[config.mk]
export PLATFORM = sky130hd
export DESIGN_NAME = xrs_mul
export DESIGN_NICKNAME = d
export VERILOG_FILES = /design/src/xrs_pkg.sv /design/src/xrs_mul.sv
export SDC_FILE = /design/constraint.sdc
export NUM_CORES = 2
export LEC_CHECK = 0
export BUFFER_PORTS_ARGS = -buffer_cell sky130_fd_sc_hd__buf_2
export CORE_MARGIN = 2
export CORE_UTILIZATION = 30
export DETAILED_ROUTE_END_ITERATION = 16
export GPL_TIMING_DRIVEN = 0
export PLACE_DENSITY = 0.47
export SLEW_MARGIN = 20
export SYNTH_ARGS = -nofsm -noshare
export SYNTH_HDL_FRONTEND = slang
export SYNTH_SLANG_ARGS = --single-unit
[constraint.sdc]
create_clock -name clk -period 16.66 [get_ports clk]
set_input_delay 0.833 -clock clk [delete_from_list [all_inputs] [get_ports clk]]
set_output_delay 0.833 -clock clk [all_outputs]
set_load 0.02 [all_outputs]
[src/xrs_pkg.sv]
// Package for the xoroshiro128++ generator: opcodes, constants, unit request
// structs and the jump table. Depends on nothing.
package xrs_pkg;

	localparam logic [2:0] OP_SEED_MIX  = 3'd0;
	localparam logic [2:0] OP_SEED_PAIR = 3'd1;
	localparam logic [2:0] OP_BITS      = 3'd2;
	localparam logic [2:0] OP_BOUND     = 3'd3;
	localparam logic [2:0] OP_LONG      = 3'd4;
	localparam logic [2:0] OP_JUMP      = 3'd5;

	localparam logic [63:0] SEED_XOR_K   = 64'h6A09E667F3BCC909;
	localparam logic [63:0] GOLDEN_K     = 64'h9E3779B97F4A7C15;
	localparam logic [63:0] MIX_K1       = 64'hBF58476D1CE4E5B9;
	localparam logic [63:0] MIX_K2       = 64'h94D049BB133111EB;
	localparam logic [63:0] DEFAULT_LOW  = 64'h9E3779B97F4A7C15;
	localparam logic [63:0] DEFAULT_HIGH = 64'h6A09E667F3BCC909;

	typedef struct packed {
		logic        start;
		logic [63:0] a;
		logic [63:0] b;
	} mul_req_t;

	typedef struct packed {
		logic        start;
		logic [30:0] dividend;
		logic [30:0] divisor;
	} rem_req_t;

	// Jump table entry: {high mask, low mask}.
	function automatic logic [127:0] jump_entry(input logic [6:0] idx);
		logic [127:0] e;
		unique case (idx)
			7'd0: e = {64'hbea1cb0e235828b3, 64'h9729b1f34956cf87};
			7'd1: e = {64'h30d9b3a637b8cc30, 64'h69438152e6e4137b};
			7'd2: e = {64'hef9ba2a91df9826a, 64'h54d7aa11544d7f0d};
			7'd3: e = {64'h6b77a2a23f77b567, 64'h184dd2690f183868};
			7'd4: e = {64'h8ee1a0478680083a, 64'h66cb946dcd298822};
			7'd5: e = {64'h7396c0e3bb0fca9a, 64'h715a6f94782b3af2};
			7'd6: e = {64'h9386458f6709c14a, 64'ha57b30c71d13dd35};
			7'd7: e = {64'h77b6ca6dbf1381b0, 64'h860757166f353f18};
			7'd8: e = {64'he98f1e3a0e68ee6b, 64'h2eb84f434773c0f0};
			7'd9: e = {64'h48a8feb481412058, 64'h6ec4a811d3f5e13a};
			7'd10: e = {64'h2acb074fd1528435, 64'h310cb9f1bb763692};
			7'd11: e = {64'h07cfecc893741e1e, 64'h54445aa20b269e02};
			7'd12: e = {64'h175f9549f77a39ad, 64'he9066c93af9dfdb0};
			7'd13: e = {64'h4426c48954682e38, 64'h62c2b5e8e0d69c9b};
			7'd14: e = {64'h06eeb208c90ce28c, 64'h5e5ef7e00ed35ea9};
			7'd15: e = {64'hb20ad12841018041, 64'hb1b3fcfb522ae01b};
			7'd16: e = {64'hf94466f60cc9cfd9, 64'hfc7cf254b6da0494};
			7'd17: e = {64'h7420dd36650b4e03, 64'he6ee807dd4f693c4};
			7'd18: e = {64'ha4d5e84842496c56, 64'h7ae8e208f7190436};
			7'd19: e = {64'h0a1651d2513089ca, 64'hd1ea97de107b32c9};
			7'd20: e = {64'hfa7bfb681850a9a3, 64'h5f5291a6283d5e3b};
			7'd21: e = {64'hef063377f32c1b27, 64'he075e04ebb0cd1a4};
			7'd22: e = {64'h8ee415201f9ac0d7, 64'h4a94290c864c26ab};
			7'd23: e = {64'h59d29bb6ecd74a35, 64'h5e5ddf9a3ab76ecc};
			7'd24: e = {64'h70d37d8062ede900, 64'h80b8f5bd4f4296e2};
			7'd25: e = {64'hc325d770d103a272, 64'h14babf1d5d7b1bf1};
			7'd26: e = {64'h1386ef197be907e6, 64'hfe7068c56f7362b3};
			7'd27: e = {64'h378500ecc90a9cf1, 64'hd22c04459a7949c0};
			7'd28: e = {64'hfe49609deaa81ae4, 64'h45f33f678cfa46df};
			7'd29: e = {64'hc8df216f835c4cdc, 64'h0cbf3a8b7a964ff5};
			7'd30: e = {64'hadf96f98af5a1ec9, 64'hb0c0a793d68846d9};
			7'd31: e = {64'h814f25287c709c9b, 64'h148a61faa04a5b72};
			7'd32: e = {64'he0165b6fcb8e09f0, 64'ha500b82a5dd0442f};
			7'd33: e = {64'ha559a881ba91e661, 64'h4ab3bd9ea43a43fc};
			7'd34: e = {64'h828686ae4bf3b1e7, 64'h10a26e2069b47539};
			7'd35: e = {64'h354a4970c3798857, 64'h6617a2470d9126f2};
			7'd36: e = {64'h627399b8aeff223b, 64'hc8cb1f7ff71d7799};
			7'd37: e = {64'hf5dc48949583aab8, 64'hf5da697d4650b5b4};
			7'd38: e = {64'h20b68ce2799464a4, 64'haed50dfa8e1f2c0a};
			7'd39: e = {64'h6ce16fa557508398, 64'h00621d3359224c5d};
			7'd40: e = {64'hf5437e0d460fb080, 64'hdd0d3cab187ad8cd};
			7'd41: e = {64'h5a6784625179eb67, 64'h0a7dff3ceca8340a};
			7'd42: e = {64'h5bada798d37bf1da, 64'h66c0ea498ae30744};
			7'd43: e = {64'hf49f3202af8b828d, 64'h9649d0792a7c0f4d};
			7'd44: e = {64'h06a6f88edfd5f696, 64'hdc21a06b0df2c4d7};
			7'd45: e = {64'ha958de14f8755f8e, 64'h5c36949458eb5ff4};
			7'd46: e = {64'hf41b985d37852aca, 64'h67840ae2d8980411};
			7'd47: e = {64'h0889eabc540cb5fc, 64'h1002322c32d607c3};
			7'd48: e = {64'h2df8ffea481d069a, 64'hd08621bb396c6752};
			7'd49: e = {64'h323e4d1e502fcc2e, 64'hd677a3a5fbcf0701};
			7'd50: e = {64'h2a1b5a014f1e28d6, 64'h8fbc61e11fb583e8};
			7'd51: e = {64'h79920c49fc2295fe, 64'h1eb45493f04b9382};
			7'd52: e = {64'ha6f2980b77654919, 64'hd5706cc1e0b7274e};
			7'd53: e = {64'h49242973f0d38bc5, 64'hbaae62ca0da195ee};
			7'd54: e = {64'h5bb41874775c1cf5, 64'h9a1086f162376218};
			7'd55: e = {64'ha1c27475a00c0d56, 64'h5182ac806d5cecef};
			7'd56: e = {64'hfa8abd84ca3bf283, 64'hfb2ef04531097121};
			7'd57: e = {64'hca58f43d9cb60c51, 64'hac19179c3d689655};
			7'd58: e = {64'h4a258cc0cdea0d50, 64'hed43af5dd7af7acc};
			7'd59: e = {64'hcc1823d552f2c042, 64'h468128efb2d5f96c};
			7'd60: e = {64'hedc3c15e60d7a055, 64'hb25a4a5386305762};
			7'd61: e = {64'h9b3edfebd022f75f, 64'h29041dcb27c38d24};
			7'd62: e = {64'hb4a161f08d70845a, 64'hc64435382757e8c5};
			7'd63: e = {64'h1476f5e55753c1e6, 64'h66d8209886988ee9};
			7'd64: e = {64'h32b37ba8ebcebd21, 64'h19c7c3b6a2248bf0};
			7'd65: e = {64'hac20e08487f30521, 64'h04585f12f71a7a7e};
			7'd66: e = {64'h3a04800b2f57d6c2, 64'h4361d754ffc3ef3a};
			7'd67: e = {64'h9116ff8703a2fde4, 64'h94781ed65ce4f05c};
			7'd68: e = {64'hc8bf201295aa0187, 64'h2dada86c4c4116a0};
			7'd69: e = {64'h169d177d72e1cf6e, 64'h6190775f0a84b841};
			7'd70: e = {64'h6dc7ddf8aef47810, 64'h5bfa7ddac8c92335};
			7'd71: e = {64'hb2892a43430ef64e, 64'he0879f073b8390aa};
			7'd72: e = {64'h935baac54121cfc4, 64'h9f0c3ea0adb5a286};
			7'd73: e = {64'h0ea8518bf879a5ef, 64'hf664d22a0895a881};
			7'd74: e = {64'h8ba56f98f2cc4f7a, 64'hbf4ed50a596ac088};
			7'd75: e = {64'heef21af06e0a0185, 64'hb003a9c42a64947f};
			7'd76: e = {64'h9fb641777d5b0d1e, 64'h63c0cd54965137be};
			7'd77: e = {64'h0a06c702e598e322, 64'hfbeaf3c81b304e89};
			7'd78: e = {64'h1a5ba9c2663dd33f, 64'h37d7f24be68d314f};
			7'd79: e = {64'hbb27059694afd248, 64'h8d1ca37e6d9802f0};
			7'd80: e = {64'hfa53f67a95decced, 64'h84e7a1db22563dc3};
			7'd81: e = {64'hf6458473367f4bda, 64'hbb13ff967e38bc8c};
			7'd82: e = {64'h6603c03ffc16d685, 64'h4f459c09fe3c94c6};
			7'd83: e = {64'h085404637907b059, 64'hbba841c7d6560f22};
			7'd84: e = {64'hbf5e11dcbb585d38, 64'haa8bd2b5b259a49b};
			7'd85: e = {64'h8be8ba0509a9e3b1, 64'hf4077d9579ed71c4};
			7'd86: e = {64'h6f1ee9bba817ede4, 64'h5a56ce904aadad43};
			7'd87: e = {64'h64bca8c9658ea667, 64'h85bd0a5b2b1f613e};
			7'd88: e = {64'h9af56039ed5b676b, 64'h7e8ced804a7bf3c1};
			7'd89: e = {64'h605b50115c8471b7, 64'ha2ec7b2e7c4cbcc9};
			7'd90: e = {64'h368afd852e5264ea, 64'hec3d9bb94636cd36};
			7'd91: e = {64'he492beffe8642a2b, 64'h76982087ceeeab85};
			7'd92: e = {64'hb5395b14c2c37815, 64'h4801e76ae6fd6cbb};
			7'd93: e = {64'hd9333173d2a5871e, 64'h8d9d02574584a4bb};
			7'd94: e = {64'h4b407a8076b89d2a, 64'h4661b6902fc7d7be};
			7'd95: e = {64'h0e50bff9ddccb272, 64'h570906b495b01afb};
			7'd96: e = {64'ha05ac64529d282cf, 64'hb5f8c537fd811c76};
			7'd97: e = {64'h4796788837961b7e, 64'h8ceaa8fd64633a67};
			7'd98: e = {64'h826090d1fd6087b9, 64'h034ce4ff7e425e42};
			7'd99: e = {64'hce777c9e109b7000, 64'h18200d9679cc6824};
			7'd100: e = {64'h7f997981adf1dbf1, 64'he7e04d380470b92c};
			7'd101: e = {64'hfa5f51fac197f6ab, 64'h03f57d6bfc05bba6};
			7'd102: e = {64'h813e4a988e6ca307, 64'hc22968d5e4ce50c7};
			7'd103: e = {64'ha39f5ef8fd150cdd, 64'he1c2bc69fe501b1e};
			7'd104: e = {64'h8cb69e62422cb70e, 64'hb4c2fbe82e04a84e};
			7'd105: e = {64'h694ac8fda0855c93, 64'h87c0cdc2253a7269};
			7'd106: e = {64'habaff55f08adaf63, 64'h066b779d29655731};
			7'd107: e = {64'h5fea359b6c9d1814, 64'h97bd79af0dfc9c0a};
			7'd108: e = {64'h17e0a1707ea1201b, 64'hf8a33459217404a2};
			7'd109: e = {64'h00122ea1784a4d19, 64'h00dd88bb0742b4e9};
			7'd110: e = {64'ha81623c9278d8a0d, 64'hfc8078cedc62f651};
			7'd111: e = {64'hb5a03428ac00fd10, 64'h15cb73b6cbbff9d3};
			7'd112: e = {64'h308c609078741ef2, 64'h64ecd8db5c9ff721};
			7'd113: e = {64'hb3afddc877a91684, 64'he8dd2d0bf421b74f};
			7'd114: e = {64'hc4508328c345c028, 64'h566f3dbbc74afc1a};
			7'd115: e = {64'h7b9d7f4dad12a68a, 64'hf349042186423b7c};
			7'd116: e = {64'h43f9aade34df2e55, 64'h6841f59bfec9c94b};
			7'd117: e = {64'hc532c3fa0aadfa0b, 64'haffec201fcb72a07};
			7'd118: e = {64'hdd894f38e24ec479, 64'h6925e83b393340c1};
			7'd119: e = {64'h9815571c6837338c, 64'h08ae87e6f15032e1};
			7'd120: e = {64'h2e34ccc955545d0d, 64'h380e377d081e988a};
			7'd121: e = {64'habb6695499088738, 64'hfa489750820c64b1};
			7'd122: e = {64'hd1fc977813aa97f6, 64'h8e229c3a401cc040};
			7'd123: e = {64'hf33a77ab9e804e16, 64'h84fc15f114c8ffd5};
			7'd124: e = {64'h84774bf7aa07a202, 64'h5cbb3810d96db47a};
			7'd125: e = {64'habd2e2e4517a3793, 64'h61ba8c6be722c83b};
			7'd126: e = {64'hcb76df4453ed7bf3, 64'hf958d44c7154bca9};
			7'd127: e = {64'h4955857644270dc4, 64'hba2b39a94a63bc6f};
			default: e = '0;
		endcase
		return e;
	endfunction

endpackage

[src/xrs_mul.sv]
// Shared 64x64 multiplier, low 64 bits of the product, one 32x32 partial
// product per cycle. Depends on xrs_pkg.
module xrs_mul (
	input  logic              clk,
	input  logic              arst_n,
	input  xrs_pkg::mul_req_t req,
	output logic              done,
	output logic [63:0]       product
);

	logic [63:0] a_q, b_q, acc_q;
	logic [1:0]  cnt_q;
	logic        busy_q, done_q;
	logic [31:0] op_a, op_b;
	logic [63:0] part;

	always_comb begin
		op_a = (cnt_q == 2'd2) ? a_q[63:32] : a_q[31:0];
		op_b = (cnt_q == 2'd1) ? b_q[63:32] : b_q[31:0];
		part = {32'd0, op_a} * {32'd0, op_b};
	end

	always_ff @(posedge clk or negedge arst_n) begin
		if (!arst_n) begin
			busy_q <= 1'b0;
			done_q <= 1'b0;
			cnt_q  <= 2'd0;
		end else begin
			done_q <= 1'b0;
			if (req.start) begin
				a_q    <= req.a;
				b_q    <= req.b;
				cnt_q  <= 2'd0;
				busy_q <= 1'b1;
			end else if (busy_q) begin
				// low x low, then the two cross terms shifted up
				if (cnt_q == 2'd0) begin
					acc_q <= part;
				end else begin
					acc_q <= acc_q + {part[31:0], 32'd0};
				end
				if (cnt_q == 2'd2) begin
					busy_q <= 1'b0;
					done_q <= 1'b1;
				end
				cnt_q <= cnt_q + 2'd1;
			end
		end
	end

	assign done    = done_q;
	assign product = acc_q;

endmodule

==> flow_summary.ini <==
[detailed_routing]
drtIter0Drc = 2882
drtAntennaViolNets = 0
firstDrtPassIters = 6
wl_um = 161000
dr_total_vias = 31400
post_drt_wl_per_cell_um = 25.6
via_per_inst = 4.98
drt_drc_violations_left = 0

[global_route]
gr-total-overflow = 0
grt_max_degree = 53
grt_pass1_vias = 32700
antenna_found_initial = 11
grt_pass1_wl_um = 233000
grtUsageTotal_pct = 23.4

[timing]
hold_viol_final = 0
finalCritPeriodShare_pct = 74.7
rsz0062_at_grt = no
setup_viol = 0
report.final.slew_viol_count = 0
fmax_mhz = 80.3
fin_crit_ps = 12450
setup-tns-final_ps = 0
max_slew_margin_pct = 14.5
worstMarginPinSlew_ps = 1280
fin_worst_skew_ps = 30.5

[floorplan]
boundaryPins = 196
start_util_pct = 30.2
die_h_um = 373
core_area_mm2 = 0.135
fp-row-count = 135
dieWidth_um = 373
dieArea_mm2 = 0.139

[yosys]
synth_top_area_share_pct = 43.9
synth_top_flop_cell = edfxtp_1
synth_cell_types = 69
synth_edf_count = 192
synthArstFlopShare_pct = 2.04
ys_seq_elements = 196
synth_area_mm2 = 0.0409
ys_warn_count = 0
yosysTopAreaCell = fa_1
avgSynthCellArea_um2 = 9.58
synth.area.top_cells = fa_1, edfxtp_1, ha_1
synth_seq_area_share_pct = 14.3
syn_inst = 4274
synth_fp_nets = 5601

[clock_tree]
clockBufferDepth = 2
numCtsBuffers = 17
hold_buffers = 0
cts_setup_buffers = 0
cts_tree = yes
ctsResizeCount = 0
cts_root_buffer = clkbuf_16
clk_pin_slew_ps = 90
cts_sinks = 196
ctsHtreeMaxLevel = 4
clk_latency_ps = 570

[placement]
gp_congestion = 0.994
numPortBuffers = 195
place_area_mm2 = 0.0447
hpwlAfterDp_um = 138000

[setup_path]
crit_path_end_kind = register
r2r_cells = 37
crit_required_ps = 17030
critPathKind = register to register
slowest_stage = clkbuf_1
rr_startpoint = cnt_q[0]
startpoint_type = register
crit_start = cnt_q[0]
cp_common_cell = fa_1
worstPathMaxFanout = 10
crit_path_max_incr_delay_ps = 760
cp_data_arrival_time_ps = 12820

[cells_and_area]
area_delta_synth_final_pct = 10.7
mostFrequentLayoutCells = fa_1, inv_1, nand2_1, nor2_1, ha_1
drive_gt1_share_pct = 8.40
layout_commonest_cell = fa_1
nNetsFinal = 5836
stdcell_area_mm2 = 0.0453
fillers = 14200

[hold_path]
min-delay-path-class = primary input to async pin

[run]
maxCapViolCount = 0

[status]
status = completed
[layout make-up]
| type | count | area, um2 | share of cell area [%] |
|---|---|---|---|
| multi-input cells | 3001 | 31200 | 68.9 |
| repair buffers | 216 | 1320 | 2.92 |
| flip-flops and latches | 196 | 5870 | 12.9 |
| clock inverters | 14 | 185 | 0.409 |
| plain buffers | 195 | 757 | 1.67 |
| well taps | 1781 | 2230 | 4.92 |
| diodes | 2 | 5.00 | 0.0110 |
| clock buffers | 18 | 429 | 0.947 |
| inverters | 882 | 3310 | 7.31 |
[state kept, by name (all words and copies together) (netlist names)]
register and count:
product 64, b_q 64, busy_q 1, cnt_q 2
done 1, a_q 64
[worst max-delay path, delay by kind of cell (launching register included)]
| family | cells | cell delay, ps |
|---|---|---|
| XOR/XNOR | 1 | 490 |
| AND/OR/NAND/NOR | 8 | 1330 |
| flip-flops | 1 | 420 |
| multiplexers | 1 | 650 |
| AO/OA/AOI/OAI | 6 | 1370 |
| adder cells (fa/ha/maj) | 11 | 4860 |
| buffers and inverters | 10 | 3100 |
[synthesized netlist by cell type (all sizes together), types with 2 or more instances]
cell,number
or3,5
or2,7
mux2i,62
and4,7
buf,15
a211o,3
xnor2,49
nor2,404
a31oi,13
a32oi,2
a41oi,3
o21ba,2
o221ai,5
o21a,11
a21oi,105
nand2b,16
a211oi,5
and3,8
nor2b,14
ha,299
inv,882
nor3,14
a31o,4
o31ai,5
mux2,64
o21ai,60
dfrtp,4
o22ai,2
o2111ai,4
nand2,720
o31a,3
fa,897
a21o,40
nand4,22
o211ai,4
a221o,4
clkbuf,180
and2,48
a21boi,5
xor2,40
edfxtp,192
nand3,16
o21bai,14
[cell families (layout without fill, tap and decap cells)]
| group | Yosys count | in the layout | share of synthesized area (%) |
|---|---|---|---|
| AO/OA/AOI/OAI | 303 | 303 | 4.79 |
| XOR/XNOR | 89 | 89 | 1.90 |
| adder cells (fa/ha/maj) | 1196 | 1196 | 53.0 |
| buffers and inverters | 1077 | 1325 | 9.90 |
| flip-flops | 196 | 196 | 14.3 |
| multiplexers | 126 | 126 | 3.28 |
| other | 0 | 2 | 0 |
| AND/OR/NAND/NOR | 1287 | 1287 | 12.8 |
[path summary, 6_finish.rpt]
| check | endpoint | slack [ps] |
|---|---|---|
| setup / recovery | product[62] | 4210 |
| max in group asynchronous | cnt_q[1] | 16430 |
| hold reg to reg | cnt_q[1] | 570 |
| hold / removal | done | 90 |
| setup reg to reg | product[62] | 4210 |
| min in group clk | b_q[32] | 430 |
[per-stage QoR]
stage	instances	setup slack, ps	util, %	hold WS, ps
CTS	6303	4410	33.4	43.4
detailed placement	6271	4460	33.0	554
finish	6305	4210	33.4	92.6
floorplan	4274	6850	-	513
global placement	6250	2050	32.6	548
global route	6303	3830	33.4	67.8
[routing by layer]
| metal | routed length (um) | vias to the layer above | global-route usage, % |
|---|---|---|---|
| li1 | - | 13400 | - |
| met1 | 68900 | 16500 | 32.2 |
| met2 | 73300 | 1238 | 36.6 |
| met3 | 13100 | 194 | 4.85 |
| met4 | 5850 | 2 | 7.93 |
| met5 | 15 | - | 0 |
Power is not shown: default switching activity piles up to over one toggle a cycle in this logic, so the estimate is an artifact.
