## src/xrs_pkg.sv

```systemverilog
// Package for the xoroshiro128++ generator: opcodes, constants, unit request
// structs and the jump table. Depends on nothing.
package xrs_pkg;

	localparam logic [2:0] OP_SEED_MIX  = 3'd0;
	localparam logic [2:0] OP_SEED_PAIR = 3'd1;
	localparam logic [2:0] OP_BITS      = 3'd2;
	localparam logic [2:0] OP_BOUND     = 3'd3;
	localparam logic [2:0] OP_LONG      = 3'd4;
	localparam logic [2:0] OP_JUMP      = 3'd5;

	localparam logic [63:0] SEED_XOR_K   = 64'h6A09E667F3BCC909;
	localparam logic [63:0] GOLDEN_K     = 64'h9E3779B97F4A7C15;
	localparam logic [63:0] MIX_K1       = 64'hBF58476D1CE4E5B9;
	localparam logic [63:0] MIX_K2       = 64'h94D049BB133111EB;
	localparam logic [63:0] DEFAULT_LOW  = 64'h9E3779B97F4A7C15;
	localparam logic [63:0] DEFAULT_HIGH = 64'h6A09E667F3BCC909;

	typedef struct packed {
		logic        start;
		logic [63:0] a;
		logic [63:0] b;
	} mul_req_t;

	typedef struct packed {
		logic        start;
		logic [30:0] dividend;
		logic [30:0] divisor;
	} rem_req_t;

	// Jump table entry: {high mask, low mask}.
	function automatic logic [127:0] jump_entry(input logic [6:0] idx);
		logic [127:0] e;
		unique case (idx)
			7'd0: e = {64'hbea1cb0e235828b3, 64'h9729b1f34956cf87};
			7'd1: e = {64'h30d9b3a637b8cc30, 64'h69438152e6e4137b};
			7'd2: e = {64'hef9ba2a91df9826a, 64'h54d7aa11544d7f0d};
			7'd3: e = {64'h6b77a2a23f77b567, 64'h184dd2690f183868};
			7'd4: e = {64'h8ee1a0478680083a, 64'h66cb946dcd298822};
			7'd5: e = {64'h7396c0e3bb0fca9a, 64'h715a6f94782b3af2};
			7'd6: e = {64'h9386458f6709c14a, 64'ha57b30c71d13dd35};
			7'd7: e = {64'h77b6ca6dbf1381b0, 64'h860757166f353f18};
			7'd8: e = {64'he98f1e3a0e68ee6b, 64'h2eb84f434773c0f0};
			7'd9: e = {64'h48a8feb481412058, 64'h6ec4a811d3f5e13a};
			7'd10: e = {64'h2acb074fd1528435, 64'h310cb9f1bb763692};
			7'd11: e = {64'h07cfecc893741e1e, 64'h54445aa20b269e02};
			7'd12: e = {64'h175f9549f77a39ad, 64'he9066c93af9dfdb0};
			7'd13: e = {64'h4426c48954682e38, 64'h62c2b5e8e0d69c9b};
			7'd14: e = {64'h06eeb208c90ce28c, 64'h5e5ef7e00ed35ea9};
			7'd15: e = {64'hb20ad12841018041, 64'hb1b3fcfb522ae01b};
			7'd16: e = {64'hf94466f60cc9cfd9, 64'hfc7cf254b6da0494};
			7'd17: e = {64'h7420dd36650b4e03, 64'he6ee807dd4f693c4};
			7'd18: e = {64'ha4d5e84842496c56, 64'h7ae8e208f7190436};
			7'd19: e = {64'h0a1651d2513089ca, 64'hd1ea97de107b32c9};
			7'd20: e = {64'hfa7bfb681850a9a3, 64'h5f5291a6283d5e3b};
			7'd21: e = {64'hef063377f32c1b27, 64'he075e04ebb0cd1a4};
			7'd22: e = {64'h8ee415201f9ac0d7, 64'h4a94290c864c26ab};
			7'd23: e = {64'h59d29bb6ecd74a35, 64'h5e5ddf9a3ab76ecc};
			7'd24: e = {64'h70d37d8062ede900, 64'h80b8f5bd4f4296e2};
			7'd25: e = {64'hc325d770d103a272, 64'h14babf1d5d7b1bf1};
			7'd26: e = {64'h1386ef197be907e6, 64'hfe7068c56f7362b3};
			7'd27: e = {64'h378500ecc90a9cf1, 64'hd22c04459a7949c0};
			7'd28: e = {64'hfe49609deaa81ae4, 64'h45f33f678cfa46df};
			7'd29: e = {64'hc8df216f835c4cdc, 64'h0cbf3a8b7a964ff5};
			7'd30: e = {64'hadf96f98af5a1ec9, 64'hb0c0a793d68846d9};
			7'd31: e = {64'h814f25287c709c9b, 64'h148a61faa04a5b72};
			7'd32: e = {64'he0165b6fcb8e09f0, 64'ha500b82a5dd0442f};
			7'd33: e = {64'ha559a881ba91e661, 64'h4ab3bd9ea43a43fc};
			7'd34: e = {64'h828686ae4bf3b1e7, 64'h10a26e2069b47539};
			7'd35: e = {64'h354a4970c3798857, 64'h6617a2470d9126f2};
			7'd36: e = {64'h627399b8aeff223b, 64'hc8cb1f7ff71d7799};
			7'd37: e = {64'hf5dc48949583aab8, 64'hf5da697d4650b5b4};
			7'd38: e = {64'h20b68ce2799464a4, 64'haed50dfa8e1f2c0a};
			7'd39: e = {64'h6ce16fa557508398, 64'h00621d3359224c5d};
			7'd40: e = {64'hf5437e0d460fb080, 64'hdd0d3cab187ad8cd};
			7'd41: e = {64'h5a6784625179eb67, 64'h0a7dff3ceca8340a};
			7'd42: e = {64'h5bada798d37bf1da, 64'h66c0ea498ae30744};
			7'd43: e = {64'hf49f3202af8b828d, 64'h9649d0792a7c0f4d};
			7'd44: e = {64'h06a6f88edfd5f696, 64'hdc21a06b0df2c4d7};
			7'd45: e = {64'ha958de14f8755f8e, 64'h5c36949458eb5ff4};
			7'd46: e = {64'hf41b985d37852aca, 64'h67840ae2d8980411};
			7'd47: e = {64'h0889eabc540cb5fc, 64'h1002322c32d607c3};
			7'd48: e = {64'h2df8ffea481d069a, 64'hd08621bb396c6752};
			7'd49: e = {64'h323e4d1e502fcc2e, 64'hd677a3a5fbcf0701};
			7'd50: e = {64'h2a1b5a014f1e28d6, 64'h8fbc61e11fb583e8};
			7'd51: e = {64'h79920c49fc2295fe, 64'h1eb45493f04b9382};
			7'd52: e = {64'ha6f2980b77654919, 64'hd5706cc1e0b7274e};
			7'd53: e = {64'h49242973f0d38bc5, 64'hbaae62ca0da195ee};
			7'd54: e = {64'h5bb41874775c1cf5, 64'h9a1086f162376218};
			7'd55: e = {64'ha1c27475a00c0d56, 64'h5182ac806d5cecef};
			7'd56: e = {64'hfa8abd84ca3bf283, 64'hfb2ef04531097121};
			7'd57: e = {64'hca58f43d9cb60c51, 64'hac19179c3d689655};
			7'd58: e = {64'h4a258cc0cdea0d50, 64'hed43af5dd7af7acc};
			7'd59: e = {64'hcc1823d552f2c042, 64'h468128efb2d5f96c};
			7'd60: e = {64'hedc3c15e60d7a055, 64'hb25a4a5386305762};
			7'd61: e = {64'h9b3edfebd022f75f, 64'h29041dcb27c38d24};
			7'd62: e = {64'hb4a161f08d70845a, 64'hc64435382757e8c5};
			7'd63: e = {64'h1476f5e55753c1e6, 64'h66d8209886988ee9};
			7'd64: e = {64'h32b37ba8ebcebd21, 64'h19c7c3b6a2248bf0};
			7'd65: e = {64'hac20e08487f30521, 64'h04585f12f71a7a7e};
			7'd66: e = {64'h3a04800b2f57d6c2, 64'h4361d754ffc3ef3a};
			7'd67: e = {64'h9116ff8703a2fde4, 64'h94781ed65ce4f05c};
			7'd68: e = {64'hc8bf201295aa0187, 64'h2dada86c4c4116a0};
			7'd69: e = {64'h169d177d72e1cf6e, 64'h6190775f0a84b841};
			7'd70: e = {64'h6dc7ddf8aef47810, 64'h5bfa7ddac8c92335};
			7'd71: e = {64'hb2892a43430ef64e, 64'he0879f073b8390aa};
			7'd72: e = {64'h935baac54121cfc4, 64'h9f0c3ea0adb5a286};
			7'd73: e = {64'h0ea8518bf879a5ef, 64'hf664d22a0895a881};
			7'd74: e = {64'h8ba56f98f2cc4f7a, 64'hbf4ed50a596ac088};
			7'd75: e = {64'heef21af06e0a0185, 64'hb003a9c42a64947f};
			7'd76: e = {64'h9fb641777d5b0d1e, 64'h63c0cd54965137be};
			7'd77: e = {64'h0a06c702e598e322, 64'hfbeaf3c81b304e89};
			7'd78: e = {64'h1a5ba9c2663dd33f, 64'h37d7f24be68d314f};
			7'd79: e = {64'hbb27059694afd248, 64'h8d1ca37e6d9802f0};
			7'd80: e = {64'hfa53f67a95decced, 64'h84e7a1db22563dc3};
			7'd81: e = {64'hf6458473367f4bda, 64'hbb13ff967e38bc8c};
			7'd82: e = {64'h6603c03ffc16d685, 64'h4f459c09fe3c94c6};
			7'd83: e = {64'h085404637907b059, 64'hbba841c7d6560f22};
			7'd84: e = {64'hbf5e11dcbb585d38, 64'haa8bd2b5b259a49b};
			7'd85: e = {64'h8be8ba0509a9e3b1, 64'hf4077d9579ed71c4};
			7'd86: e = {64'h6f1ee9bba817ede4, 64'h5a56ce904aadad43};
			7'd87: e = {64'h64bca8c9658ea667, 64'h85bd0a5b2b1f613e};
			7'd88: e = {64'h9af56039ed5b676b, 64'h7e8ced804a7bf3c1};
			7'd89: e = {64'h605b50115c8471b7, 64'ha2ec7b2e7c4cbcc9};
			7'd90: e = {64'h368afd852e5264ea, 64'hec3d9bb94636cd36};
			7'd91: e = {64'he492beffe8642a2b, 64'h76982087ceeeab85};
			7'd92: e = {64'hb5395b14c2c37815, 64'h4801e76ae6fd6cbb};
			7'd93: e = {64'hd9333173d2a5871e, 64'h8d9d02574584a4bb};
			7'd94: e = {64'h4b407a8076b89d2a, 64'h4661b6902fc7d7be};
			7'd95: e = {64'h0e50bff9ddccb272, 64'h570906b495b01afb};
			7'd96: e = {64'ha05ac64529d282cf, 64'hb5f8c537fd811c76};
			7'd97: e = {64'h4796788837961b7e, 64'h8ceaa8fd64633a67};
			7'd98: e = {64'h826090d1fd6087b9, 64'h034ce4ff7e425e42};
			7'd99: e = {64'hce777c9e109b7000, 64'h18200d9679cc6824};
			7'd100: e = {64'h7f997981adf1dbf1, 64'he7e04d380470b92c};
			7'd101: e = {64'hfa5f51fac197f6ab, 64'h03f57d6bfc05bba6};
			7'd102: e = {64'h813e4a988e6ca307, 64'hc22968d5e4ce50c7};
			7'd103: e = {64'ha39f5ef8fd150cdd, 64'he1c2bc69fe501b1e};
			7'd104: e = {64'h8cb69e62422cb70e, 64'hb4c2fbe82e04a84e};
			7'd105: e = {64'h694ac8fda0855c93, 64'h87c0cdc2253a7269};
			7'd106: e = {64'habaff55f08adaf63, 64'h066b779d29655731};
			7'd107: e = {64'h5fea359b6c9d1814, 64'h97bd79af0dfc9c0a};
			7'd108: e = {64'h17e0a1707ea1201b, 64'hf8a33459217404a2};
			7'd109: e = {64'h00122ea1784a4d19, 64'h00dd88bb0742b4e9};
			7'd110: e = {64'ha81623c9278d8a0d, 64'hfc8078cedc62f651};
			7'd111: e = {64'hb5a03428ac00fd10, 64'h15cb73b6cbbff9d3};
			7'd112: e = {64'h308c609078741ef2, 64'h64ecd8db5c9ff721};
			7'd113: e = {64'hb3afddc877a91684, 64'he8dd2d0bf421b74f};
			7'd114: e = {64'hc4508328c345c028, 64'h566f3dbbc74afc1a};
			7'd115: e = {64'h7b9d7f4dad12a68a, 64'hf349042186423b7c};
			7'd116: e = {64'h43f9aade34df2e55, 64'h6841f59bfec9c94b};
			7'd117: e = {64'hc532c3fa0aadfa0b, 64'haffec201fcb72a07};
			7'd118: e = {64'hdd894f38e24ec479, 64'h6925e83b393340c1};
			7'd119: e = {64'h9815571c6837338c, 64'h08ae87e6f15032e1};
			7'd120: e = {64'h2e34ccc955545d0d, 64'h380e377d081e988a};
			7'd121: e = {64'habb6695499088738, 64'hfa489750820c64b1};
			7'd122: e = {64'hd1fc977813aa97f6, 64'h8e229c3a401cc040};
			7'd123: e = {64'hf33a77ab9e804e16, 64'h84fc15f114c8ffd5};
			7'd124: e = {64'h84774bf7aa07a202, 64'h5cbb3810d96db47a};
			7'd125: e = {64'habd2e2e4517a3793, 64'h61ba8c6be722c83b};
			7'd126: e = {64'hcb76df4453ed7bf3, 64'hf958d44c7154bca9};
			7'd127: e = {64'h4955857644270dc4, 64'hba2b39a94a63bc6f};
			default: e = '0;
		endcase
		return e;
	endfunction

endpackage

```

## src/xrs_rem.sv

```systemverilog
// Restoring bit-serial 31-bit remainder unit, one quotient bit per cycle.
// Depends on xrs_pkg.
module xrs_rem (
	input  logic              clk,
	input  logic              arst_n,
	input  xrs_pkg::rem_req_t req,
	output logic              done,
	output logic [30:0]       remainder
);

	logic [30:0] dvd_q, div_q, rem_q;
	logic [4:0]  cnt_q;
	logic        busy_q, done_q;
	logic [31:0] trial, diff;

	always_comb begin
		trial = {rem_q, dvd_q[30]};
		diff  = trial - {1'b0, div_q};
	end

	always_ff @(posedge clk or negedge arst_n) begin
		if (!arst_n) begin
			busy_q <= 1'b0;
			done_q <= 1'b0;
			cnt_q  <= 5'd0;
		end else begin
			done_q <= 1'b0;
			if (req.start) begin
				dvd_q  <= req.dividend;
				div_q  <= req.divisor;
				rem_q  <= '0;
				cnt_q  <= 5'd0;
				busy_q <= 1'b1;
			end else if (busy_q) begin
				// subtract where it fits, else keep the shifted remainder
				rem_q <= diff[31] ? trial[30:0] : diff[30:0];
				dvd_q <= {dvd_q[29:0], 1'b0};
				if (cnt_q == 5'd30) begin
					busy_q <= 1'b0;
					done_q <= 1'b1;
				end
				cnt_q <= cnt_q + 5'd1;
			end
		end
	end

	assign done      = done_q;
	assign remainder = rem_q;

endmodule

```

## config.mk

```make
export PLATFORM = sky130hd
export DESIGN_NAME = xrs_rem
export DESIGN_NICKNAME = d
export VERILOG_FILES = /design/src/xrs_pkg.sv /design/src/xrs_rem.sv
export SDC_FILE = /design/constraint.sdc
export NUM_CORES = 1
export LEC_CHECK = 0
export BUFFER_PORTS_ARGS = -buffer_cell sky130_fd_sc_hd__buf_2
export CORE_MARGIN = 2
export CORE_UTILIZATION = 30
export DETAILED_ROUTE_END_ITERATION = 16
export PLACE_DENSITY = 0.47
export REMOVE_ABC_BUFFERS = 1
export SLEW_MARGIN = 25
export SYNTH_ARGS = -nofsm -noshare
export SYNTH_HDL_FRONTEND = slang
export SYNTH_SLANG_ARGS = --single-unit
```

## constraint.sdc

```tcl
create_clock -name clk -period 7.6 [get_ports clk]
set_input_delay 1.52 -clock clk [delete_from_list [all_inputs] [get_ports clk]]
set_output_delay 1.52 -clock clk [all_outputs]
set_load 0.02 [all_outputs]
```

==> impl_metrics.yaml <==
clocking:
  worst_skew_pair.late_latency_ps: 350
  cts_buffers: 9
  postCtsSetupRepairBufs: 0
  holdBufCountCts: 0
  clkTransAtPathRegs_ps: 70
  cts_buffer_depth: 2
  root_buffer: "clkbuf_16"
  cts_tree: "done"
  h-tree-depth: 3
  clock_sinks: 100
  cts-resized-gates: 0
floorplanning:
  die-area_um2: 22300
  io_pins: 97
  rows: 53
  die_h_um: 149
  coreArea_um2: 20900
  start_util: 0.303
  die_x_um: 149
timing:
  fin_crit_sh: 0.492
  slew_viol_final: 0
  tightestPinTransition_ps: 906
  setup_slack_ps: 3860
  finalHoldViolations: 0
  setup_violations: 0
  slew_headroom: 0.396
  grt_setup_unrepaired: "no"
  fin_skew_ps: 10.3
  period_minus_slack_ps: 3740
  fmax_mhz: 267
  setup_tns_ps: 0
  hold_slack_ps: 549
outcome:
  status: "finished clean"
drt:
  viasPerCell: 5.21
  wl_per_cell_um: 17.1
  first_pass_iters: 5
  drc: 0
  drt-total-wl_um: 16600
  num_vias: 5050
  drt_iter0_markers: 276
  antenna_left: 0
synth:
  ys_seq_area_frac: 0.469
  yosysMostFrequentCell: "edfxtp_1"
  ys_ff_latch: 100
  yosys-top-cells-area: "edfxtp_1 44%, ha_1 6.5%, mux2_2 5.3%, nand2_1 3.1%, a21oi_1 2.8%"
  avgSynthCellArea_um2: 10.4
  synthesis.area_um2: 6330
  synthCells: 607
  async_flop_share: 0.0700
  synth_warnings: 0
  synth_common_cells: "93 x edfxtp_1, 53 x nand2_1, 46 x nor2_1"
  synth-main-ff-cell: "edfxtp_1"
  ys_types: 66
  netlist.area_leader.share: 0.441
  synth_top_cell_by_area: "edfxtp_1"
  synth_edf_count: 93
layout:
  fin_cells: 969
  antennaDiodeCount: 0
  finalNetCount: 788
  drive_above_1_share: 0.245
  areaGrowthSynthToFinish_pct: 15.9
  final_util: 0.351
setup_path:
  cp-end-kind: "flop"
  regToRegStartpoint: "remainder[16]"
  arrival_ps: 3920
  path_max_fanout: 21
  worstSetupPathType: "flop to flop"
  rr_endpoint: "remainder[18]"
  rr_worst_depth: 7
  ff2ff_setup_slack_ps: 3860
  critPathLaunchType: "flop"
  required_ps: 7780
placed_design:
  post-place-cells: 953
  pre_cts_ws_ps: 3820
  dp_hpwl_um: 11800
  port-buffer-count: 96
  routabilityCongestion: 0.858
pwr:
  power.leakage_nw: 2.93
  cellPowerDensity_nw_per_um2: 243
  irDropWorstVdd_mv: 0.115
worst_hold_path:
  holdCritStartpoint: "cnt_q[4]"
  hold_end: "cnt_q[4]"
  hold_depth: 2
  hold_class: "flop to flop"
grt:
  grt_overflow_total: 0
  grt_pass1_wl_um: 26800
  grt_use_total: 0.153
  grt_max_degree: 63
  antenna_found_initial: 2
  grt_pass1_vias: 5110
run:
  cap_violations: 0
[cell type report]
cell class                 count  area (um^2)
sequential                   100         2970
fill                        2200        13600
tap                          275          344
multi-input combinational    435         3050
timing repair buffer         105          548
inverter                      38          143
clock inverter                 4         32.5
clock buffer                  12          246
[sequential cells by signal (all words and copies together), names as in the netlist]
name and cells:
cnt_q 5, done 1, div_q 31, busy_q 1, remainder 31, dvd_q 31
[layer usage]
| metal | global-route usage | share of wire | up-vias | routed length, um |
|---|---|---|---|---|
| li1 | - | - | 2456 | - |
| met1 | 0.199 | 0.46 | 2442 | 7560 |
| met2 | 0.248 | 0.47 | 135 | 7750 |
| met3 | 0.0453 | 0.064 | 15 | 1060 |
| met4 | 0.0452 | 0.013 | 2 | 221 |
| met5 | 0 | 0.00096 | - | 16 |
[how the worst max path moves through the flow]
stage	startpoint	end	slack (ps)	cells past startpoint
after floorplan	remainder[15]	remainder[8]	3830	9
after global placement	remainder[16]	remainder[8]	3920	7
after detailed placement	remainder[16]	remainder[18]	3820	7
after CTS	remainder[16]	remainder[18]	3810	7
after global routing	remainder[8]	remainder[18]	3480	9
final	remainder[16]	remainder[18]	3860	7
[cell usage in the layout (no fill, tap or decap), drive strengths merged, types with 2 or more instances in the layout]
master    netlist  layout
a2111oi         2       2
a211o           3       3
a211oi          7       7
a21o            7       7
a21oi          36      36
a311oi         18      18
and2            4       4
and3            5       5
buf            13     105
clkbuf         21      12
clkinvlp        0       2
dfrtp           7       7
edfxtp         93      93
ha             33      33
inv            38      40
mux2           30      30
nand2          54      54
nand2b          6       6
nand3          22      22
nand4          16      16
nand4b          2       2
nor2           47      47
nor2b           6       6
nor3            6       6
nor4            4       4
nor4b           2       2
o2111ai         2       2
o211ai         15      15
o21a            4       4
o21ai          40      40
o21bai          3       3
o221ai          4       4
o311ai          5       5
o31ai           3       3
or3             4       4
or3b            2       2
xnor2          14      14
xor2           13      13
[per-stage QoR]
stage               power (mW)  instance area [um^2]
floorplan                 1.16                  6150
global placement          1.34                  7050
detailed placement        1.35                  7050
CTS                       1.81                  7330
global route              1.90                  7330
finish                    1.78                  7330
[worst max-delay path, stage by stage (launching register included)]
cell       delay [ps]
edfxtp_1          470
ha_1              510
nand2_1           120
or4_4             560
a2111oi_4         550
o21a_1            780
nor2_2            330
o221ai_1          260
[cell families after synthesis]
family                   after synthesis  share of synthesized area
AND/OR/NAND/NOR                      185                      0.143
AO/OA/AOI/OAI                        158                      0.177
flip-flops                           100                      0.469
buffers and inverters                 72                     0.0502
adder cells (fa/ha/maj)               34                     0.0684
multiplexers                          31                     0.0550
XOR/XNOR                              27                     0.0374
[power breakdown]
group | total, mW | leakage [nW] | internal (mW) | switching (mW)
Combinational | 0.620 | 1.80 | 0.241 | 0.378
Clock | 0.446 | 0.130 | 0.234 | 0.212
Sequential | 0.719 | 1.00 | 0.675 | 0.0437
No activity file was read; power rests on OpenSTA's default activity.
